## config.mk

```make
export PLATFORM = sky130hd
export DESIGN_NAME = email_address_syntax_checker_unit_flat
export DESIGN_NICKNAME = d
export VERILOG_FILES = /design/src/rtl/eascu_pkg.sv /design/src/rtl/eascu_byte_if.sv /design/src/rtl/eascu_verdict_if.sv /design/src/rtl/email_address_syntax_checker_unit.sv /design/src/flat_wrapper.sv
export VERILOG_INCLUDE_DIRS = /design/src /design/src/rtl
export SDC_FILE = /design/constraint.sdc
export NUM_CORES = 1
export LEC_CHECK = 0
export BUFFER_PORTS_ARGS = -buffer_cell sky130_fd_sc_hd__buf_4
export CAP_MARGIN = 20
export CORE_UTILIZATION = 55
export CTS_CLUSTER_SIZE = 40
export DETAILED_ROUTE_END_ITERATION = 6
export HOLD_SLACK_MARGIN = 0.15
export PLACE_DENSITY = 0.75
export SYNTH_ARGS = -nofsm -noshare
export SYNTH_HDL_FRONTEND = slang
export SYNTH_SLANG_ARGS = --single-unit
```

## constraint.sdc

```tcl
create_clock -name i_clk -period 3 [get_ports i_clk]
set_input_delay 0.15 -clock i_clk [delete_from_list [all_inputs] [get_ports i_clk]]
set_output_delay 0.15 -clock i_clk [all_outputs]
set_load 0.005 [all_outputs]
```

## src/rtl/email_address_syntax_checker_unit_defines.svh

```systemverilog
// Assertion macros for the email address syntax checker.
// Used by the top level only; no other dependencies.
`ifndef EMAIL_ADDRESS_SYNTAX_CHECKER_UNIT_DEFINES_SVH
`define EMAIL_ADDRESS_SYNTAX_CHECKER_UNIT_DEFINES_SVH

// Same-cycle implication, checked out of reset.
`define EASCU_ASSERT_NOW(label, clk, rst_n, ante, cons) \
    label: assert property (@(posedge clk) disable iff (!(rst_n)) (ante) |-> (cons)) \
        else $error("eascu: same-cycle check failed");

// Next-cycle implication, checked out of reset.
`define EASCU_ASSERT_NEXT(label, clk, rst_n, ante, cons) \
    label: assert property (@(posedge clk) disable iff (!(rst_n)) (ante) |=> (cons)) \
        else $error("eascu: next-cycle check failed");

`endif

```

## src/rtl/eascu_pkg.sv

```systemverilog
// Shared types, phase codes and byte classification for the address checker.
// No dependencies.
package eascu_pkg;

    localparam int MAX_LEN = 256;
    localparam int CNT_W   = $clog2(MAX_LEN + 1);

    typedef logic [7:0]       t_byte;
    typedef logic [CNT_W-1:0] t_count;
    typedef logic [2:0]       t_phase;

    localparam t_phase PH_LOCAL  = 3'd0;
    localparam t_phase PH_QUOTED = 3'd1;
    localparam t_phase PH_QESC   = 3'd2;
    localparam t_phase PH_QCLOSE = 3'd3;
    localparam t_phase PH_DOMAIN = 3'd4;
    localparam t_phase PH_REJECT = 3'd5;
    localparam t_phase PH_ACCEPT = 3'd6;

    localparam t_byte CH_NUL    = 8'd0;
    localparam t_byte CH_SPACE  = 8'd32;
    localparam t_byte CH_QUOTE  = 8'd34;
    localparam t_byte CH_DOT    = 8'd46;
    localparam t_byte CH_AT     = 8'd64;
    localparam t_byte CH_BSLASH = 8'd92;
    localparam t_byte CH_DEL    = 8'd127;

    function automatic logic is_special(input t_byte b);
        return b inside {8'd40, 8'd41, 8'd60, 8'd62, 8'd64, 8'd44, 8'd59, 8'd58,
                         8'd34, 8'd91, 8'd93};
    endfunction

    function automatic logic is_final(input t_phase ph);
        return (ph == PH_REJECT) || (ph == PH_ACCEPT);
    endfunction

    // Verdict at end of string from a non-final phase.
    function automatic t_phase finish(input t_phase ph, input logic dom_empty,
                                      input logic prev_dot, input logic dot_seen);
        return (ph == PH_DOMAIN && !dom_empty && !prev_dot && dot_seen) ?
               PH_ACCEPT : PH_REJECT;
    endfunction

endpackage

```

## src/rtl/eascu_byte_if.sv

```systemverilog
// Byte channel: valid/ready handshake carrying one address byte and a last flag.
// Depends on eascu_pkg.
interface eascu_byte_if;
    logic             valid;
    logic             ready;
    eascu_pkg::t_byte ch;
    logic             last;

    modport source (output valid, ch, last, input ready);
    modport sink   (input valid, ch, last, output ready);
endinterface

```

## src/rtl/eascu_verdict_if.sv

```systemverilog
// Verdict channel: valid/ready handshake carrying one accept/reject bit.
// No dependencies.
interface eascu_verdict_if;
    logic valid;
    logic ready;
    logic accepted;

    modport source (output valid, accepted, input ready);
    modport sink   (input valid, accepted, output ready);
endinterface

```

## src/rtl/email_address_syntax_checker_unit.sv

```systemverilog
// Email address syntax checker.
// Channels: i_byte takes one address byte per transfer (ch, last); o_verdict
// gives one transfer (accepted) for each byte that carries last = 1.
// A byte 0 or MAX_LEN bytes end the string; later bytes up to last are
// consumed without effect. After each verdict all parsing state returns to
// its start values, ready for the next address.
// A byte sits in the input register after the edge that takes it, and the
// parse state and verdict register update on the edge on which it leaves
// that register; the verdict is offered from the verdict register.
// Throughput: one byte per cycle, sustained while no last byte waits on a
// pending verdict; the parse state update is a single pass of byte compares
// and a counter increment per cycle.
// Stall: while o_verdict waits on ready, bytes without last keep flowing;
// a second last byte holds in the input register and i_byte.ready drops
// until the pending verdict transfers.
// Reset: i_rst_n is synchronous, active low; it empties both registers and
// returns the parse state to the start of an address.
// Depends on eascu_pkg, eascu_byte_if, eascu_verdict_if and the defines header.
`include "email_address_syntax_checker_unit_defines.svh"

module email_address_syntax_checker_unit (
    input  logic                   i_clk,
    input  logic                   i_rst_n,
    eascu_byte_if.sink             i_byte,
    eascu_verdict_if.source        o_verdict
);
    import eascu_pkg::*;

    // Input register
    logic   r_in_valid;
    t_byte  r_ch;
    logic   r_last;

    // Parse state
    t_phase r_phase,           n_phase;
    logic   r_local_empty,     n_local_empty;
    logic   r_prev_dot,        n_prev_dot;
    logic   r_domain_empty,    n_domain_empty;
    logic   r_domain_dot_seen, n_domain_dot_seen;
    t_count r_byte_count,      n_byte_count;

    // Result register
    logic   r_out_valid;
    logic   r_accepted,        n_accepted;

    // Intermediate state after taking the byte, before the verdict
    t_phase s_phase;
    logic   s_local_empty, s_prev_dot, s_domain_empty, s_dot_seen;
    t_count s_count;

    logic   advance;

    // A non-last byte never touches the result register, so it moves freely.
    assign advance      = r_in_valid && (!r_last || !r_out_valid || o_verdict.ready);
    assign i_byte.ready = !r_in_valid || advance;

    assign o_verdict.valid    = r_out_valid;
    assign o_verdict.accepted = r_accepted;

    always_comb begin
        s_phase        = r_phase;
        s_local_empty  = r_local_empty;
        s_prev_dot     = r_prev_dot;
        s_domain_empty = r_domain_empty;
        s_dot_seen     = r_domain_dot_seen;
        s_count        = r_byte_count;

        if (!is_final(r_phase) && r_byte_count < t_count'(MAX_LEN)) begin
            s_count = r_byte_count + t_count'(1);
            if (r_ch == CH_NUL) begin
                s_phase = finish(r_phase, r_domain_empty, r_prev_dot, r_domain_dot_seen);
            end else begin
                case (r_phase)
                    PH_LOCAL: begin
                        if (r_ch == CH_QUOTE && (r_local_empty || r_prev_dot)) begin
                            s_phase       = PH_QUOTED;
                            s_local_empty = 1'b0;
                            s_prev_dot    = 1'b0;
                        end else if (r_ch == CH_AT) begin
                            if (r_local_empty || r_prev_dot) begin
                                s_phase = PH_REJECT;
                            end else begin
                                s_phase    = PH_DOMAIN;
                                s_prev_dot = 1'b0;
                            end
                        end else if (r_ch <= CH_SPACE || r_ch > CH_DEL || is_special(r_ch)) begin
                            s_phase = PH_REJECT;
                        end else begin
                            s_local_empty = 1'b0;
                            s_prev_dot    = (r_ch == CH_DOT);
                        end
                    end
                    PH_QUOTED: begin
                        if (r_ch == CH_QUOTE) begin
                            s_phase = PH_QCLOSE;
                        end else if (r_ch == CH_BSLASH) begin
                            s_phase = PH_QESC;
                        end else if (r_ch <= CH_SPACE || r_ch > CH_DEL) begin
                            s_phase = PH_REJECT;
                        end
                    end
                    PH_QESC: begin
                        s_phase = (r_ch >= CH_SPACE && r_ch <= CH_DEL) ? PH_QUOTED : PH_REJECT;
                    end
                    PH_QCLOSE: begin
                        if (r_ch == CH_AT) begin
                            s_phase    = PH_DOMAIN;
                            s_prev_dot = 1'b0;
                        end else if (r_ch == CH_DOT) begin
                            s_phase    = PH_LOCAL;
                            s_prev_dot = 1'b1;
                        end else begin
                            s_phase = PH_REJECT;
                        end
                    end
                    PH_DOMAIN: begin
                        if (r_ch == CH_DOT) begin
                            if (r_domain_empty || r_prev_dot) begin
                                s_phase = PH_REJECT;
                            end else begin
                                s_dot_seen = 1'b1;
                                s_prev_dot = 1'b1;
                            end
                        end else if (r_ch <= CH_SPACE || r_ch >= CH_DEL || is_special(r_ch)) begin
                            s_phase = PH_REJECT;
                        end else begin
                            s_domain_empty = 1'b0;
                            s_prev_dot     = 1'b0;
                        end
                    end
                    default: begin
                    end
                endcase
            end
        end

        if (is_final(s_phase)) begin
            n_accepted = (s_phase == PH_ACCEPT);
        end else begin
            n_accepted = (finish(s_phase, s_domain_empty, s_prev_dot, s_dot_seen) == PH_ACCEPT);
        end

        // Drop back to the start of an address once a verdict is given.
        if (r_last) begin
            n_phase           = PH_LOCAL;
            n_local_empty     = 1'b1;
            n_prev_dot        = 1'b0;
            n_domain_empty    = 1'b1;
            n_domain_dot_seen = 1'b0;
            n_byte_count      = '0;
        end else begin
            n_phase           = s_phase;
            n_local_empty     = s_local_empty;
            n_prev_dot        = s_prev_dot;
            n_domain_empty    = s_domain_empty;
            n_domain_dot_seen = s_dot_seen;
            n_byte_count      = s_count;
        end
    end

    always_ff @(posedge i_clk) begin
        if (!i_rst_n) begin
            r_in_valid        <= 1'b0;
            r_out_valid       <= 1'b0;
            r_phase           <= PH_LOCAL;
            r_local_empty     <= 1'b1;
            r_prev_dot        <= 1'b0;
            r_domain_empty    <= 1'b1;
            r_domain_dot_seen <= 1'b0;
            r_byte_count      <= '0;
        end else begin
            if (i_byte.ready) begin
                r_in_valid <= i_byte.valid;
            end
            if (advance) begin
                r_phase           <= n_phase;
                r_local_empty     <= n_local_empty;
                r_prev_dot        <= n_prev_dot;
                r_domain_empty    <= n_domain_empty;
                r_domain_dot_seen <= n_domain_dot_seen;
                r_byte_count      <= n_byte_count;
            end
            if (advance && r_last) begin
                r_out_valid <= 1'b1;
            end else if (o_verdict.ready) begin
                r_out_valid <= 1'b0;
            end
        end
    end

    always_ff @(posedge i_clk) begin
        if (i_byte.ready && i_byte.valid) begin
            r_ch   <= i_byte.ch;
            r_last <= i_byte.last;
        end
        if (advance && r_last) begin
            r_accepted <= n_accepted;
        end
    end

    `EASCU_ASSERT_NEXT(a_verdict_follows_last, i_clk, i_rst_n, advance && r_last, r_out_valid)
    `EASCU_ASSERT_NEXT(a_state_restarts, i_clk, i_rst_n, advance && r_last,
                       r_phase == PH_LOCAL && r_byte_count == '0 && r_domain_empty)
    `EASCU_ASSERT_NOW(a_count_bounded, i_clk, i_rst_n, 1'b1, r_byte_count <= t_count'(MAX_LEN))
    `EASCU_ASSERT_NOW(a_accept_needs_dot, i_clk, i_rst_n, r_phase == PH_ACCEPT,
                      r_domain_dot_seen && !r_domain_empty)

endmodule

```

## src/flat_wrapper.sv

```systemverilog
// flat-port wrapper written by rule: the top's interface ports become plain ports
module email_address_syntax_checker_unit_flat import eascu_pkg::*;
  (i_clk, i_rst_n, i_byte_valid, i_byte_ch, i_byte_last, i_byte_ready, o_verdict_valid, o_verdict_accepted, o_verdict_ready);
  eascu_byte_if i_byte_i ();
  eascu_verdict_if o_verdict_i ();
  input  logic i_clk;
  input  logic i_rst_n;
  input wire logic [$bits(i_byte_i.valid)-1:0] i_byte_valid;
  input wire logic [$bits(i_byte_i.ch)-1:0] i_byte_ch;
  input wire logic [$bits(i_byte_i.last)-1:0] i_byte_last;
  output wire logic [$bits(i_byte_i.ready)-1:0] i_byte_ready;
  output wire logic [$bits(o_verdict_i.valid)-1:0] o_verdict_valid;
  output wire logic [$bits(o_verdict_i.accepted)-1:0] o_verdict_accepted;
  input wire logic [$bits(o_verdict_i.ready)-1:0] o_verdict_ready;
  assign i_byte_i.valid = i_byte_valid;
  assign i_byte_i.ch = i_byte_ch;
  assign i_byte_i.last = i_byte_last;
  assign i_byte_ready = i_byte_i.ready;
  assign o_verdict_valid = o_verdict_i.valid;
  assign o_verdict_accepted = o_verdict_i.accepted;
  assign o_verdict_i.ready = o_verdict_ready;
  email_address_syntax_checker_unit u_core (.i_clk(i_clk), .i_rst_n(i_rst_n), .i_byte(i_byte_i), .o_verdict(o_verdict_i));
endmodule
```

# == Word-level counts from Yosys, hierarchy flattened ==
# Cells that the tools add are included.
# totals
register_bits,28
inputBits,13
elab_cells,139
# classes
eq_ne,26
n_reduce_logical,39
magnitude_cmp,6
mux,56
n_addsub,1
# op_table
cell,count
$eq 8x6->1 const B,9
$mux 3,15
$mux 1,35
$eq 8x7->1 const B,4
$eq 3x3->1 const B,7
$mux 9,2
$pmux 3 s5,1
$logic_and 1x1->1,12
$logic_or 1x1->1,11
$reduce_bool 11->1,1
$add 9x1->9 const B,1
$lt 9x9->1 const B,1
$ge 8x6->1 const B,1
$ge 8x7->1 const B,1
$gt 8x7->1 const B,1
$le 8x6->1 const B,1
$le 8x7->1 const B,1
$logic_not 1->1,8
$logic_not 8->1,1
$eq 3x2->1 const B,2
$ne 3x1->1 const B,2
$reduce_and 6->1,1
$reduce_bool 2->1,3
$mux 2,2
5 further kinds,5

# == Logic depth before layout (Yosys ltp) ==
# depth
ltp_word,16
ltp_mapped,8
ltp_nobuf,6

# == Worst setup path before layout ==
# OpenSTA, ideal clock, no wires.
# synth_path
path_type,reg-to-reg
from,register u_core.r_ch[0]
to,"register u_core.r_accepted, in the netlist u_core.o_verdict.accepted, data pin"
arrival_time_ns,1.920
period_less_slack_ns,2.183
t_required_ns,2.736
path_buffers,2
path_stages_with_launch,9
setup_slack_ns,0.817
path_cell_list,edfxtp_1 -> buf_6 -> or3_4 -> buf_6 -> nor4_2 -> a21oi_2 -> a211o_1 -> a21oi_1 -> a211oi_1
# synth_via
elab_chain_len,16
# synth_lines
item,line,text
from (decl),email_address_syntax_checker_unit.sv:31,t_byte r_ch;
from (signal assigned),email_address_syntax_checker_unit.sv:193,r_ch <= i_byte.ch;
$le 8x6->1 (tied with other cells),"email_address_syntax_checker_unit.sv:86, email_address_syntax_checker_unit.sv:98, email_address_syntax_checker_unit.sv:124",
$logic_or 1x1->1 or $reduce_bool 11->1 (tied branches),"email_address_syntax_checker_unit.sv:86, email_address_syntax_checker_unit.sv:98, eascu_pkg.sv:29",
$logic_or 1x1->1,email_address_syntax_checker_unit.sv:86,end else if (r_ch <= CH_SPACE || r_ch > CH_DEL || is_special(r_ch)) begin
$mux 3,email_address_syntax_checker_unit.sv:86,
$mux 3,email_address_syntax_checker_unit.sv:79,end else if (r_ch == CH_AT) begin
$mux 3,email_address_syntax_checker_unit.sv:75,if (r_ch == CH_QUOTE && (r_local_empty || r_prev_dot)) begin
$pmux 3 s5,email_address_syntax_checker_unit.sv:73,case (r_phase)
$mux 3,email_address_syntax_checker_unit.sv:70,if (r_ch == CH_NUL) begin
$mux 3,email_address_syntax_checker_unit.sv:68,if (!is_final(r_phase) && r_byte_count < t_count'(MAX_LEN)) begin
$eq 3x3->1,eascu_pkg.sv:40,return (ph == PH_DOMAIN && !dom_empty && !prev_dot && dot_seen) ?
$logic_and 1x1->1 (3 in a row),eascu_pkg.sv:40,
$mux 2,eascu_pkg.sv:40,
$eq 3x3->1,email_address_syntax_checker_unit.sv:140,"n_accepted = (finish(s_phase, s_domain_empty, s_prev_dot, s_dot_seen) == PH_ACCEPT);"
$mux 1 *,email_address_syntax_checker_unit.sv:137,if (is_final(s_phase)) begin
net u_core.n_accepted,email_address_syntax_checker_unit.sv:44,"logic r_accepted, n_accepted;"
to (signal assigned),email_address_syntax_checker_unit.sv:197,r_accepted <= n_accepted;
to (decl),email_address_syntax_checker_unit.sv:44,
# Mark *: on every way through the listed nets, which the timed path passes. The rest lies on a longest branch.
# A chain may end at the register's enable or synchronous reset.

# == Final worst setup path ==
# Same ends and word-level chain as after synthesis.

==> impl_metrics.env <==
export IMPL_status="finished with violations"
export IMPL_violations="design-rule violations"
export IMPL_slowest_delay_ps=530
export IMPL_max_slew_margin_rel_pct=67.8
export IMPL_layout_drive_gt1_share_pct=14.6
export IMPL_place_hpwl_um=2870
export IMPL_p_seq_share_pct=62.8
export IMPL_area_delta_synth_final_pct=14.7
export IMPL_synth_edf_count=10
export IMPL_reg2reg_from="u_core.r_ch[0]"
export IMPL_synthFlopType="dfxtp_1"
export IMPL_clk_path_buf_depth=2
export IMPL_routed_wirelength_um=3980
export IMPL_rsz0062_at_grt="no"
export IMPL_drt_iter0_markers=83
export IMPL_power_switching_mw=0.173
export IMPL_clock_skew_ps=7.30
export IMPL_ir_drop_mv=0.229
export IMPL_path_max_fanout=8
export IMPL_syn_area_um2=1710
export IMPL_tightest_slew_ps=480
export IMPL_track_usage_pct=26.5
export IMPL_drv_cap=0
export IMPL_slowest_stage="edfxtp_1"
export IMPL_grt_overflow=0
export IMPL_clock_latency_ps=320
export IMPL_dr_pass1_iters=6
export IMPL_die_h_um=57.7
export IMPL_core_um2=2850
export IMPL_antenna_found_initial=0
export IMPL_cp_cell_sequence="or3_4 > nor4_2 > a21oi_2 > a211o_1 > a21oi_1 > a211oi_1"
export IMPL_synthDistinctLibCells=60
export IMPL_grt_pass1_wl_um=6910
export IMPL_min_path_type="flop to flop"
export IMPL_regMostFlops="u_core.r_byte_count"
export IMPL_synth_seq_area_share_pct=38.7
export IMPL_fin_crit_ps=2400
export IMPL_p_leak_nw=0.719
export IMPL_post_cts_setup_buffer_count=0
export IMPL_cts_tree="yes"
export IMPL_r2r_cells=6
export IMPL_syn_inst=190
export IMPL_syn_nets=204
export IMPL_rows=19
export IMPL_p_sw_share_pct=25.4
export IMPL_wl_per_cell_um=16.3
export IMPL_ant_nets=0
export IMPL_syn_area_per_cell_um2=8.98
export IMPL_critPathLaunchType="flop"
export IMPL_fin_crit_sh_pct=80.2
export IMPL_drc=1
export IMPL_largest_register_ffs=9
export IMPL_io_pins=16
export IMPL_end_kind="flop"
export IMPL_clock_fmax_mhz=416
export IMPL_synth_seq_cells=28
export IMPL_hold_viol=0
export IMPL_vias=1598
export IMPL_async_flop_share_pct=0
export IMPL_grt_max_degree=16
export IMPL_diodes=0
export IMPL_die_x_um=57.7
export IMPL_worstSetupEndpoint="u_core.o_verdict.accepted"
export IMPL_initial_utilization_pct=59.8
export IMPL_p_per_area_nw_per_um2=349
export IMPL_cts_root_buf="clkbuf_4"
export IMPL_cts_buffers_inserted=3
export IMPL_clkSinkCount=28
export IMPL_vias_per_cell=6.55
export IMPL_io_buffers=15
export IMPL_yosysWarnings=0
export IMPL_setup_viol=0
export IMPL_cp_required_ps=3080
export IMPL_startpoint="u_core.r_ch[0]"
export IMPL_pwr_share_comb_pct=14.9
export IMPL_reg2reg_slack_ps=600
export IMPL_slew_violations=0
export IMPL_whs_ps=512
export IMPL_place_gp_congestion=0.927
export IMPL_crit_type="flop to flop"
export IMPL_p_clk_share_pct=22.3
export IMPL_fin_nets=228
export IMPL_regToRegEndpoint="u_core.o_verdict.accepted"
export IMPL_clk_pin_slew_ps=140
export IMPL_critPathArrivalTime_ps=2490
export IMPL_grt_pass1_vias=1549
export IMPL_reg_top3="u_core.r_byte_count: 9 flops, u_core.r_ch: 8 flops, u_core.r_phase: 3 flops"
export IMPL_p_int_mw=0.509
export IMPL_cts_htree_levels=1
export IMPL_die_area_um2=3330
export IMPL_fin_setup_tns_ps=0
[cell usage after synthesis, drive strengths merged, types with 2 or more instances]
cell,n,area [um2]
a211oi,4,30.0
a21boi,4,30.0
a21o,2,15.0
a21oi,10,53.8
a311oi,2,17.5
a31oi,2,12.5
a41oi,2,17.5
and2,3,18.8
and3,3,18.8
buf,4,32.5
clkbuf,4,15.0
dfxtp,18,360
edfxtp,10,300
inv,8,30.0
nand2,15,56.3
nand2b,2,12.5
nand3,9,45.0
nand3b,2,15.0
nand4,5,37.5
nor2,17,63.8
nor2b,3,18.8
nor3,6,46.3
nor3b,4,30.0
nor4,3,31.3
nor4b,3,32.5
nor4bb,2,20.0
o21ai,7,35.0
o31ai,2,15.0
or2,3,18.8
or3,4,30.0
xnor2,2,17.5
xor2,7,61.3
[layout by cell type, fill, tap and decap left out, types with 3 or more instances in the layout]
cell type      netlist  final
and3_1               3      3
nand4_1              4      4
or2_2                3      3
nand3_1              9      9
clkbuf_4             0      3
or3_1                3      3
a21boi_0             3      3
nor3_1               4      4
nor3b_1              4      4
xor2_1               7      7
nor2_1              17     17
nand2_1             15     15
inv_1                8      8
nor2b_1              3      3
and2_1               3      3
buf_4                0     15
dfxtp_1             18     18
a21oi_1              9      9
a211oi_1             4      4
dlygate4sd3_1        0     12
o21ai_0              5      5
edfxtp_1            10     10
[power by group through the flow]
stage | registers (mW) | clock network, mW | logic, mW
6_report | 0.428 | 0.152 | 0.101
5_1_grt | 0.432 | 0.168 | 0.110
4_1_cts | 0.427 | 0.158 | 0.0987
3_5_place_dp | 0.436 | 0 | 0.0860
3_3_place_gp | 0.435 | 0 | 0.0852
2_1_floorplan | 0.424 | 0 | 0.0695
[worst max-delay path, delay by kind of cell, from the launching register on]
| family | cells | cell delay [ps] |
|---|---|---|
| AOI/OAI and AO/OA | 4 | 750 |
| and+or+nand+nor | 2 | 900 |
| DFF | 1 | 530 |
[per-stage QoR]
| stage | cells | area, um2 | setup WS [ps] | utilization (%) | power [mW] |
|---|---|---|---|---|---|
| 3_5_place_dp | 228 | 1810 | 647 | 63.5 | 0.522 |
| 2_1_floorplan | 190 | 1710 | 817 | - | 0.494 |
| 5_1_grt | 244 | 1960 | 492 | 68.6 | 0.710 |
| 3_3_place_gp | 228 | 1810 | 606 | 63.5 | 0.520 |
| 6_report | 244 | 1960 | 595 | 68.6 | 0.682 |
| 4_1_cts | 244 | 1960 | 638 | 68.6 | 0.684 |
[what timing repair did]
| action | CTS | global route |
|---|---|---|
| hold buffers | 12 | 0 |
| resized for setup | 0 | 0 |
| hold endpoints to repair | 17 | 0 |
[logic make-up after synthesis]
group,share of synthesized area (%)
AND/OR/NAND/NOR,30.7
AO/OA/AOI/OAI,20.7
flip-flops,38.7
buffers and inverters,4.55
XOR/XNOR,4.62
adder cells (fa/ha/maj),0.733
[metal layers]
layer  part of all wire, %  vias to the layer above  global-route usage (%)  wire length (um)
met2                    49                       60                    44.5              1950
li1                      -                      765                       -                 -
met3                   5.1                        6                    3.79               204
met4                  0.70                        0                    9.52                28
met5                     0                        -                       0                 0
met1                    45                      767                    35.1              1800
[worst min path at each step]
stage                                         to                   start  depth (start not counted)
after floorplan                   u_core.r_ch[0]            i_byte_ch[0]                          0
after global placement            u_core.r_ch[1]            i_byte_ch[1]                          1
after detailed placement           u_core.r_last             i_byte_last                          1
after CTS                 u_core.r_byte_count[8]  u_core.r_byte_count[7]                          2
after global routing      u_core.o_verdict.valid  u_core.o_verdict.valid                          2
final                     u_core.o_verdict.valid  u_core.o_verdict.valid                          2
[final cells by class]
type	instances	area (um2)
clock buffers	4	26.3
fillers	205	896
flip-flops and latches	28	661
inverters	8	30.0
repair buffers	27	233
well taps	31	38.8
multi-input cells	146	968
(Power assumes the default switching activity.)
